`src/hdl/mmf_pkg.sv`:
```
// shared types, constants and helper functions for the 3x3 median / weighted-mean rgb filter
// no dependencies; imported by every module of the filter
package mmf_pkg;

	localparam int PIXEL_BITS = 8;
	localparam int IN_BITS    = 8;
	localparam int OUT_BITS   = 8;
	localparam int WIN        = 9;
	localparam int ROW_SLOTS  = 3;

	// eight non-centre samples, then plus twice the median
	localparam int PART_BITS  = PIXEL_BITS + 3;
	localparam int SUM_BITS   = PIXEL_BITS + 4;

	// divide by ten as multiply by a rounded-up reciprocal, exact for SUM_BITS inputs
	localparam int DIV_SHIFT  = SUM_BITS + 4;
	localparam int RECIP_BITS = SUM_BITS + 1;
	localparam int PROD_BITS  = SUM_BITS + RECIP_BITS;
	localparam logic [RECIP_BITS-1:0] DIV_RECIP =
		RECIP_BITS'(((64'd1 << DIV_SHIFT) + 64'd9) / 64'd10);

	localparam int POS_BITS  = 16;
	localparam int FILL_BITS = 4;
	localparam logic [POS_BITS-1:0]  ROW_POS_RESET = 16'd1024;
	localparam logic [FILL_BITS-1:0] FULL_LOAD     = 4'd9;
	localparam logic [FILL_BITS-1:0] COL_LOAD      = 4'd3;
	localparam logic [FILL_BITS-1:0] FIRST_COL_SLOT = 4'd2;

	// register map
	localparam int ADDR_BITS = 3;
	localparam int DATA_BITS = 32;
	localparam logic REG_ROW_POSITIONS = 1'b0;

	typedef logic [PIXEL_BITS-1:0] sample_t;
	typedef logic [OUT_BITS-1:0]   out_sample_t;

	typedef struct packed {
		logic [IN_BITS-1:0] red_in;
		logic [IN_BITS-1:0] green_in;
		logic [IN_BITS-1:0] blue_in;
	} pixel_in_t;

	typedef struct packed {
		logic [OUT_BITS-1:0] red_out;
		logic [OUT_BITS-1:0] green_out;
		logic [OUT_BITS-1:0] blue_out;
	} pixel_out_t;

	typedef struct packed {
		sample_t r;
		sample_t g;
		sample_t b;
	} rgb_t;

	typedef struct packed {
		sample_t hi;
		sample_t md;
		sample_t lo;
	} trio_t;

	// per-stage load enables of the datapath
	typedef struct packed {
		logic s1;
		logic s2;
		logic s3;
		logic s4;
		logic so;
	} stage_en_t;

	function automatic trio_t sort3(sample_t a, sample_t b, sample_t c);
		sample_t lo1;
		sample_t hi1;
		trio_t   r;
		lo1  = (a < b) ? a : b;
		hi1  = (a < b) ? b : a;
		r.lo = (c < lo1) ? c : lo1;
		r.hi = (c > hi1) ? c : hi1;
		r.md = (c < lo1) ? lo1 : ((c > hi1) ? hi1 : c);
		return r;
	endfunction

endpackage

```
`src/hdl/mmf_cell.sv`:
```
// one window slot holding an rgb sample; loads the incoming pixel or takes its right neighbour
// depends on mmf_pkg
module mmf_cell (
	input  logic         clk,
	input  logic         arst_n,
	input  logic         load,
	input  logic         shift,
	input  mmf_pkg::rgb_t pix,
	input  mmf_pkg::rgb_t nbr,
	output mmf_pkg::rgb_t cur
);
	import mmf_pkg::*;

	rgb_t win_q;

	// value including a write landing this cycle
	assign cur = load ? pix : win_q;

	always_ff @(posedge clk or negedge arst_n) begin
		if (!arst_n) begin
			win_q <= '0;
		end else if (shift) begin
			win_q <= nbr;
		end else if (load) begin
			win_q <= pix;
		end
	end

endmodule

```
`src/hdl/mmf_chan.sv`:
```
// one colour channel of the filter: window snapshot, row sorts, median, weighted sum, divide by ten
// depends on mmf_pkg
module mmf_chan (
	input  logic                  clk,
	input  mmf_pkg::stage_en_t    en,
	input  mmf_pkg::sample_t [8:0] win,
	output mmf_pkg::out_sample_t  res
);
	import mmf_pkg::*;

	sample_t [WIN-1:0]       w_s1;
	trio_t   [ROW_SLOTS-1:0] row_s2;
	logic [PART_BITS-1:0]    sum_s2;
	logic [PART_BITS-1:0]    sum_s3;
	sample_t                 lo_s3;
	sample_t                 md_s3;
	sample_t                 hi_s3;
	logic [SUM_BITS-1:0]     tot_s4;
	logic [PROD_BITS-1:0]    prod;
	out_sample_t             res_q;

	logic [PART_BITS-1:0] ring_sum;
	sample_t              med;

	always_comb begin
		ring_sum = '0;
		for (int i = 0; i < WIN; i++) begin
			if (i != 4) begin
				ring_sum = ring_sum + PART_BITS'(w_s1[i]);
			end
		end
	end

	assign med  = sort3(lo_s3, md_s3, hi_s3).md;
	assign prod = PROD_BITS'(tot_s4) * PROD_BITS'(DIV_RECIP);

	always_ff @(posedge clk) begin
		if (en.s1) begin
			w_s1 <= win;
		end
		if (en.s2) begin
			for (int r = 0; r < ROW_SLOTS; r++) begin
				row_s2[r] <= sort3(w_s1[3*r], w_s1[3*r+1], w_s1[3*r+2]);
			end
			sum_s2 <= ring_sum;
		end
		// median of nine from the sorted rows
		if (en.s3) begin
			lo_s3  <= sort3(row_s2[0].lo, row_s2[1].lo, row_s2[2].lo).hi;
			md_s3  <= sort3(row_s2[0].md, row_s2[1].md, row_s2[2].md).md;
			hi_s3  <= sort3(row_s2[0].hi, row_s2[1].hi, row_s2[2].hi).lo;
			sum_s3 <= sum_s2;
		end
		if (en.s4) begin
			tot_s4 <= SUM_BITS'(sum_s3) + (SUM_BITS'(med) << 1);
		end
		if (en.so) begin
			res_q <= out_sample_t'(prod >> DIV_SHIFT);
		end
	end

	assign res = res_q;

endmodule

```
`src/hdl/median_mean_3x3_rgb_filter_unit.sv`:
```
// top level of the 3x3 median / weighted-mean rgb filter: window cells, fill control, apb register
// depends on mmf_pkg, mmf_cell, mmf_chan
//
// channel   direction  handshake             payload
// pix       in         pix_valid/pix_ready   pixel_in_t (red_in, green_in, blue_in)
// res       out        res_valid/res_ready   pixel_out_t (red_out, green_out, blue_out)
// apb       in         psel/penable/pready   row_positions at byte address 0
//
// one pixel per cycle enters the row of nine window cells while pix_ready is high; a pixel that completes a window
// starts a five-register datapath per channel (snapshot, row sort, median, weighted sum,
// divide by ten), and res_valid rises once its result reaches the divide-by-ten register.
// reset clears the window, position and fill counters and sets row_positions to 1024.
// a held result stalls the datapath stage by stage; pixels that do not complete a window
// are still taken while the output waits.
module median_mean_3x3_rgb_filter_unit (
	input  logic                              clk,
	input  logic                              arst_n,
	input  logic                              pix_valid,
	output logic                              pix_ready,
	input  mmf_pkg::pixel_in_t                pix,
	output logic                              res_valid,
	input  logic                              res_ready,
	output mmf_pkg::pixel_out_t               res,
	input  logic                              psel,
	input  logic                              penable,
	input  logic                              pwrite,
	input  logic [mmf_pkg::ADDR_BITS-1:0]     paddr,
	input  logic [mmf_pkg::DATA_BITS-1:0]     pwdata,
	output logic [mmf_pkg::DATA_BITS-1:0]     prdata,
	output logic                              pready
);
	import mmf_pkg::*;

	logic [POS_BITS-1:0]  row_q;
	logic [POS_BITS-1:0]  pos_q;
	logic [FILL_BITS-1:0] fill_q;

	logic                 full_load;
	logic [FILL_BITS-1:0] slot;
	logic [FILL_BITS-1:0] need;
	logic [FILL_BITS-1:0] fill_inc;
	logic                 done;
	logic [POS_BITS-1:0]  pos_inc;
	logic [POS_BITS-1:0]  pos_next;
	logic                 acc;
	logic                 shift;
	rgb_t                 pix_s;
	rgb_t [WIN-1:0]       cur;

	logic v1_s1, v2_s2, v3_s3, v4_s4, out_q;
	logic rdy1, rdy2, rdy3, rdy4, rdy_o;
	stage_en_t en;

	sample_t [WIN-1:0] win_r;
	sample_t [WIN-1:0] win_g;
	sample_t [WIN-1:0] win_b;
	out_sample_t       res_r;
	out_sample_t       res_g;
	out_sample_t       res_b;

	logic reg_sel;

	// register port
	assign pready  = 1'b1;
	assign reg_sel = (paddr[ADDR_BITS-1] == REG_ROW_POSITIONS);
	assign prdata  = reg_sel ? DATA_BITS'(row_q) : '0;

	always_ff @(posedge clk or negedge arst_n) begin
		if (!arst_n) begin
			row_q <= ROW_POS_RESET;
		end else if (psel && penable && pwrite && pready && reg_sel) begin
			row_q <= pwdata[POS_BITS-1:0];
		end
	end

	// fill and position control
	assign full_load = (pos_q == '0);
	assign slot      = full_load ? fill_q : FIRST_COL_SLOT + FILL_BITS'(fill_q * 4'd3);
	assign need      = full_load ? FULL_LOAD : COL_LOAD;
	assign fill_inc  = fill_q + 4'd1;
	assign done      = (fill_inc == need);
	assign pos_inc   = pos_q + 16'd1;
	assign pos_next  = (pos_inc == row_q) ? '0 : pos_inc;

	assign acc   = pix_valid && pix_ready;
	assign shift = acc && done;

	always_ff @(posedge clk or negedge arst_n) begin
		if (!arst_n) begin
			pos_q  <= '0;
			fill_q <= '0;
		end else if (acc) begin
			fill_q <= done ? '0 : fill_inc;
			if (done) begin
				pos_q <= pos_next;
			end
		end
	end

	assign pix_s.r = sample_t'(pix.red_in);
	assign pix_s.g = sample_t'(pix.green_in);
	assign pix_s.b = sample_t'(pix.blue_in);

	// row of window cells; the two left columns take their right neighbour on completion
	for (genvar j = 0; j < WIN; j++) begin : g_cell
		localparam int NB = ((j % 3) == 2) ? j : j + 1;
		localparam logic SHIFTS = ((j % 3) != 2);

		mmf_cell u_cell (
			.clk    (clk),
			.arst_n (arst_n),
			.load   (acc && (slot == FILL_BITS'(j))),
			.shift  (shift && SHIFTS),
			.pix    (pix_s),
			.nbr    (cur[NB]),
			.cur    (cur[j])
		);

		assign win_r[j] = cur[j].r;
		assign win_g[j] = cur[j].g;
		assign win_b[j] = cur[j].b;
	end

	// stage handshake: each stage moves when its successor has room
	assign rdy_o = !out_q || res_ready;
	assign rdy4  = !v4_s4 || rdy_o;
	assign rdy3  = !v3_s3 || rdy4;
	assign rdy2  = !v2_s2 || rdy3;
	assign rdy1  = !v1_s1 || rdy2;

	assign pix_ready = rdy1 || !done;

	assign en.s1 = rdy1;
	assign en.s2 = rdy2;
	assign en.s3 = rdy3;
	assign en.s4 = rdy4;
	assign en.so = rdy_o;

	always_ff @(posedge clk or negedge arst_n) begin
		if (!arst_n) begin
			v1_s1 <= 1'b0;
			v2_s2 <= 1'b0;
			v3_s3 <= 1'b0;
			v4_s4 <= 1'b0;
			out_q <= 1'b0;
		end else begin
			if (en.s1) begin
				v1_s1 <= shift;
			end
			if (en.s2) begin
				v2_s2 <= v1_s1;
			end
			if (en.s3) begin
				v3_s3 <= v2_s2;
			end
			if (en.s4) begin
				v4_s4 <= v3_s3;
			end
			if (en.so) begin
				out_q <= v4_s4;
			end
		end
	end

	mmf_chan u_red (
		.clk (clk),
		.en  (en),
		.win (win_r),
		.res (res_r)
	);

	mmf_chan u_green (
		.clk (clk),
		.en  (en),
		.win (win_g),
		.res (res_g)
	);

	mmf_chan u_blue (
		.clk (clk),
		.en  (en),
		.win (win_b),
		.res (res_b)
	);

	assign res_valid     = out_q;
	assign res.red_out   = res_r;
	assign res.green_out = res_g;
	assign res.blue_out  = res_b;

endmodule
```
`config.mk`:
```
export PLATFORM = sky130hd
export DESIGN_NAME = median_mean_3x3_rgb_filter_unit
export DESIGN_NICKNAME = d
export VERILOG_FILES = /design/src/hdl/mmf_pkg.sv /design/src/hdl/mmf_cell.sv /design/src/hdl/mmf_chan.sv /design/src/hdl/median_mean_3x3_rgb_filter_unit.sv
export SDC_FILE = /design/constraint.sdc
export NUM_CORES = 2
export LEC_CHECK = 0
export BUFFER_PORTS_ARGS = -buffer_cell sky130_fd_sc_hd__buf_2
export CORE_MARGIN = 3
export CORE_UTILIZATION = 65
export DETAILED_ROUTE_END_ITERATION = 16
export PLACE_DENSITY = 0.82
export REMOVE_ABC_BUFFERS = 1
export SYNTH_ARGS = -nofsm -noshare
export SYNTH_HDL_FRONTEND = slang
export SYNTH_SLANG_ARGS = --single-unit
```
`constraint.sdc`:
```
create_clock -name clk -period 17 [get_ports clk]
set_input_delay 3.4 -clock clk [delete_from_list [all_inputs] [get_ports clk]]
set_output_delay 3.4 -clock clk [all_outputs]
set_load 0.005 [all_outputs]
```
; ---- Word-level counts from Yosys, hierarchy flattened
; Cells that the tools add are included.
[op_classes]
add_sub_neg = 27
mul = 4
div = 0
magnitude_cmp = 57
eq_ne = 10
shift = 0
mux = 110
n_bitwise = 1
n_reduce_logical = 29
[ops]
columns = op, count
row1 = $mux 8, 90
row2 = $mux 24, 15
row3 = $lt 8x8->1, 39
row4 = $add 11x8->11, 18
row5 = $gt 8x8->1, 18
row6 = $mul 12x12->23 const B, 3
row7 = $add 11x9->12, 3
row8 = $mux 16, 2
row9 = $add 8x8->9, 3
row10 = $add 16x1->16 const B, 1
row11 = $eq 16x16->1, 1
row12 = $eq 4x3->1 const B, 4
row13 = $logic_not 16->1, 1
row14 = $logic_and 1x1->1, 14
row15 = $mux 4, 3
row16 = $eq 4x2->1 const B, 2
row17 = $logic_not 1->1, 6
row18 = $logic_or 1x1->1, 6
row19 = $add 2x4->4 const A, 1
row20 = $add 4x1->4 const B, 1
row21 = $eq 4x1->1 const B, 1
row22 = $eq 4x4->1, 1
row23 = $eq 4x4->1 const B, 1
row24 = $logic_not 4->1, 1
row25 = 3 further kinds, 3
[word_totals]
regBits = 887
latch_bits = 0
ramBits = 0
rom_bits = 0
in_bits = 66
output_inout_bits = 59
elab_cells = 348
mem_count = 0

; ---- Depth between registers and ports, before layout
[depth]
depth_word = 11
depth_mapped = 32
mapped_depth_nobuf = 28

; ---- Cells and area by module
; From an unflattened synthesis, not the netlist that was laid out.
[hier_totals]
hier_cells = 5486
area_unflattened_um2 = 64197.8
[by_module_without_submodules]
columns = module, instances, cells_each, area_each_um2, seq_area_each_um2
row1 = mmf_chan (u_green), 1, 1499, 16754.8, 6306.0
row2 = mmf_chan (u_red), 1, 1486, 16439.5, 6306.0
row3 = mmf_chan (u_blue), 1, 1451, 16310.6, 6306.0
row4 = mmf_cell, 9, 78, 1281.2, 600.6
row5 = median_mean_3x3_rgb_filter_unit, 1, 348, 3161.8, 1027.2

; ---- Worst setup path after synthesis
; No wires, ideal clock.
[synth_path]
path_type = input-to-output
start = input res_ready
end = output pix_ready
arrival_ps = 12306
t_required_ps = 13600
slack_ps = 1294
stages = 4
n_path_buf = 0
path_cell_list = nor2b_1 and2_1 nand4_1 or2_2
[synth_between]
elab_chain_cells = 6
[synth_lines]
columns = item, line_no
row1 = start: declaration, median_mean_3x3_rgb_filter_unit.sv:22  ; input logic res_ready,
row2 = $logic_or 1x1->1, median_mean_3x3_rgb_filter_unit.sv:125  ; assign rdy_o = !out_q || res_ready;
row3 = $logic_or 1x1->1, median_mean_3x3_rgb_filter_unit.sv:126  ; assign rdy4 = !v4_s4 || rdy_o;
row4 = $logic_or 1x1->1, median_mean_3x3_rgb_filter_unit.sv:127  ; assign rdy3 = !v3_s3 || rdy4;
row5 = $logic_or 1x1->1, median_mean_3x3_rgb_filter_unit.sv:128  ; assign rdy2 = !v2_s2 || rdy3;
row6 = $logic_or 1x1->1, median_mean_3x3_rgb_filter_unit.sv:129  ; assign rdy1 = !v1_s1 || rdy2;
row7 = via rdy1, median_mean_3x3_rgb_filter_unit.sv:51  ; logic rdy1, rdy2, rdy3, rdy4, rdy_o;
row8 = $logic_or 1x1->1, median_mean_3x3_rgb_filter_unit.sv:131  ; assign pix_ready = rdy1 || !done;
row9 = end: declaration, median_mean_3x3_rgb_filter_unit.sv:19  ; output logic pix_ready,
; The timed path passes the listed nets, and every way through them passes these cells.

; ---- Worst setup path after layout
; Ends and elaborated chain as after synthesis.

==> impl_metrics.ini <==
[critical_path]
cp_cell_sequence = buf_2 > nor2b_1 > and2_1 > nand4_1 > buf_4 > or2_2 > buf_2
worst-path-buf-inv = 3
reg2reg_to = u_green.tot_s4[10]
cp_max_fo = 34
slowest_stage = or2_2
cpMostUsedCell = buf_2
cp_slowest_stage_delay_ns = 0.40
crit_cells = 7
rr_worst_depth = 23
end_kind = output port
r2r_start = u_green.lo_s3[2]
crit_required_ns = 13.60
setup.worst_path.end = pix_ready
start_kind = input port
cp_data_arrival_time_ns = 5.07
cp_top_family = simple AND/OR/NAND/NOR gates
startpoint = res_ready
crit_type = input port to output port
r2r_slack_ns = 10.23

[cts]
cts_resized = 0
htreeDepth = 3
clockBufferDepth = 3
holdBufCountCts = 0
clkLatencyLatePin_ns = 0.68
post-cts-setup-buffers = 0
cts_tree = yes
cts_root_buf = clkbuf_16
cts_sinks = 887
clk_pin_slew_ns = 0.06
numCtsBuffers = 91

[timing]
slew_violations = 0
final-hold-violation-count = 0
skew_ns = 0.0342
setup-tns-final_ns = 0
max_freq_mhz = 118
fin_crit_sh = 0.498
layout_min_cycle_time_ns = 8.47
tightest_slew_ns = 1.30
relSlewSlack = 0.131
rsz0062_at_grt = no
finalSetupViolCount = 0

[logic_synthesis]
ys_async_sr_fraction = 0.290
yosys_warnings = 0
synth_area_per_cell_um2 = 11.0
synth_largest_area_cell = edfxtp_1
seq_area_frac_synth = 0.406
synthCells = 5683
yosys-top-cells-area = edfxtp_1, ha_1, dfrtp_1
synth-main-ff-cell = edfxtp_1
ys_ff_latch = 887
synth_area_um2 = 62400
synth_edf_count = 630
synth_top_area_frac = 0.303
yosys.cell_types.count = 93

[floorplanning]
die_y_um = 316
die_x_um = 316
fp.coreArea_um2 = 95200
dieArea_um2 = 99800
io_pins = 125
start_util = 0.656
rows = 113

[flow_run]
maxCapViolCount = 0

[global_route]
grt_start_max_net_pins = 119
grt_pass1_vias = 41899
antenna_found_initial = 4
grt_usage = 0.276
grt_remaining_overflow = 0
grt_pass1_wl_mm = 219

[cells_and_area]
syn_to_final_growth_pct = 7.31
drive_gt1_frac = 0.0712
fin_nets = 6770
stdcell_area_um2 = 67000

[drt]
drt_first_pass_iters = 7
drt-wirelength-per-cell_um = 19.4
drc = 0
drt_iter0_markers = 3526
wirelength_mm = 137
ant_nets = 0
vias = 41738
vias_per_cell = 5.92

[worst_hold_path]
hold_path_class = register to register

[run_status]
outcome = finished, final reports clean

[placement]
dp_hpwl_mm = 104
dpl_cell_area_um2 = 63900
gp_congestion = 0.944
numPortBuffers = 89
==> logic make-up (layout without fill, tap and decap cells) <==
logic type                 after synthesis  in the layout  share of synthesized area
muxes                                  678            678                      0.111
buffers and inverters                 1035           1120                     0.0661
xor gates and xnor gates               122            122                     0.0171
and+or+nand+nor                        915            915                     0.0699
DFF                                    887            887                      0.406
AOI/OAI and AO/OA                     1046           1046                      0.102
other                                    2             19                   0.000120
adders and majority gates              998            998                      0.228
==> cell usage after synthesis (8+ instances only) <==
| master | n |
|---|---|
| ha_1 | 764 |
| a31oi_1 | 38 |
| nor4_1 | 10 |
| nor3_1 | 38 |
| o21ai_1 | 31 |
| xnor2_1 | 90 |
| edfxtp_1 | 630 |
| o21bai_1 | 44 |
| nor2_1 | 357 |
| mux2i_2 | 19 |
| xor2_1 | 32 |
| o41a_1 | 8 |
| clkbuf_1 | 109 |
| dfrtp_1 | 256 |
| o21ai_0 | 173 |
| o21a_1 | 41 |
| fa_1 | 234 |
| a21o_1 | 69 |
| mux2i_1 | 608 |
| buf_1 | 13 |
| nor2b_1 | 68 |
| a21oi_1 | 453 |
| nand4_1 | 32 |
| buf_4 | 34 |
| and3_1 | 25 |
| nor3b_1 | 8 |
| mux2_2 | 50 |
| a211oi_1 | 13 |
| o211ai_1 | 55 |
| and2_1 | 14 |
| nand3_1 | 80 |
| o31ai_1 | 15 |
| nand2b_1 | 57 |
| buf_2 | 40 |
| nand2_1 | 178 |
| a31o_2 | 24 |
| inv_1 | 832 |
==> through the flow <==
step / std cells / worst slack, ns / util / hold WS (ns)
5_1_grt: 7048 / 8.43 / 0.704 / 0.412
4_1_cts: 7048 / 8.53 / 0.704 / 0.400
3_5_place_dp: 6878 / 8.54 / 0.671 / 0.405
6_report: 7050 / 8.53 / 0.704 / 0.392
3_3_place_gp: 6878 / 8.55 / 0.671 / 0.403
2_1_floorplan: 5495 / -0.608 / - / 0.400
==> flip-flops by register name, indices dropped and copies added (netlist names), 12 cells and up <==
| register | flops |
|---|---|
| u_blue.row_s2 | 72 |
| u_green.row_s2 | 72 |
| u_green.w_s1 | 72 |
| u_red.tot_s4 | 12 |
| pos_q | 16 |
| u_green.tot_s4 | 12 |
| u_red.w_s1 | 72 |
| u_blue.w_s1 | 72 |
| u_blue.tot_s4 | 12 |
| row_q | 16 |
| g_cell.u_cell.win_q | 216 |
| u_red.row_s2 | 72 |
==> layout make-up <==
class,count,area [um2]
multi-input cells,3776,33100
clock inverters,47,450
clock buffers,123,2670
diodes,2,5.00
flip-flops and latches,887,25400
fillers,6591,28200
repair buffers,118,673
inverters,832,3120
well taps,1265,1580
==> cell usage in the layout, fill, tap and decap left out, types with 13 or more instances in the layout <==
| master | synthesis | final |
|---|---|---|
| inv_1 | 832 | 831 |
| buf_4 | 34 | 29 |
| a31o_2 | 24 | 24 |
| conb_1 | 2 | 17 |
| a31oi_1 | 38 | 38 |
| fa_1 | 234 | 234 |
| nor2_1 | 357 | 356 |
| a211oi_1 | 13 | 13 |
| clkbuf_16 | 0 | 98 |
| a21o_1 | 69 | 69 |
| and2_1 | 14 | 14 |
| nand2b_1 | 57 | 56 |
| and3_1 | 25 | 23 |
| mux2i_1 | 608 | 608 |
| edfxtp_1 | 630 | 630 |
| clkinv_2 | 0 | 14 |
| ha_1 | 764 | 764 |
| o31ai_1 | 15 | 13 |
| o211ai_1 | 55 | 55 |
| xor2_1 | 32 | 32 |
| a21oi_1 | 453 | 449 |
| o21a_1 | 41 | 41 |
| nand3_1 | 80 | 79 |
| dfrtp_1 | 256 | 256 |
| xnor2_1 | 90 | 90 |
| clkbuf_1 | 109 | 13 |
| mux2i_2 | 19 | 19 |
| o21ai_0 | 173 | 172 |
| mux2_2 | 50 | 50 |
| nand2_1 | 178 | 176 |
| nor2b_1 | 68 | 67 |
| o21ai_1 | 31 | 28 |
| nor3_1 | 38 | 38 |
| buf_2 | 40 | 88 |
| o21bai_1 | 44 | 44 |
| nand4_1 | 32 | 32 |
==> worst min-delay path by stage <==
stage                      start                end  cells past startpoint
2_1_floorplan   u_blue.sum_s2[0]   u_blue.sum_s3[0]                      0
3_5_place_dp    u_blue.sum_s2[7]   u_blue.sum_s3[7]                      0
4_1_cts        u_green.sum_s2[4]  u_green.sum_s3[4]                      0
3_3_place_gp   u_green.sum_s3[0]  u_green.tot_s4[0]                      0
6_report       u_green.sum_s2[4]  u_green.sum_s3[4]                      0
5_1_grt        u_green.sum_s2[5]  u_green.sum_s3[5]                      0
==> worst register-to-register path, stage by stage (launching register included) <==
cell	delay (ns)
edfxtp_1	0.41
ha_1	0.32
a21o_1	0.12
a31oi_1	0.04
o21ai_0	0.23
o41a_1	0.93
mux2i_1	0.38
ha_1	0.32
a21oi_1	0.14
nand2_1	0.07
a21o_1	0.18
a21oi_1	0.23
nand3_1	0.44
o21ai_0	0.86
ha_1	0.38
a21o_1	0.18
a21oi_1	0.24
o21bai_1	0.10
a21oi_1	0.22
o21bai_1	0.09
a21oi_1	0.24
nor2b_1	0.08
o21ai_0	0.21
xnor2_1	0.10
==> layer usage <==
layer | global-route usage | vias to the layer above | share of wire | wire [um]
met5 | 0 | - | 0.00016 | 22
met3 | 0.0307 | 302 | 0.053 | 7270
met4 | 0.0966 | 4 | 0.034 | 4640
met2 | 0.468 | 1210 | 0.48 | 66100
met1 | 0.372 | 20272 | 0.43 | 58700
li1 | - | 19950 | - | -
Power is left out: the tool's default activity adds up to more than one toggle a clock period on the data nets, which glitch-free logic cannot reach.
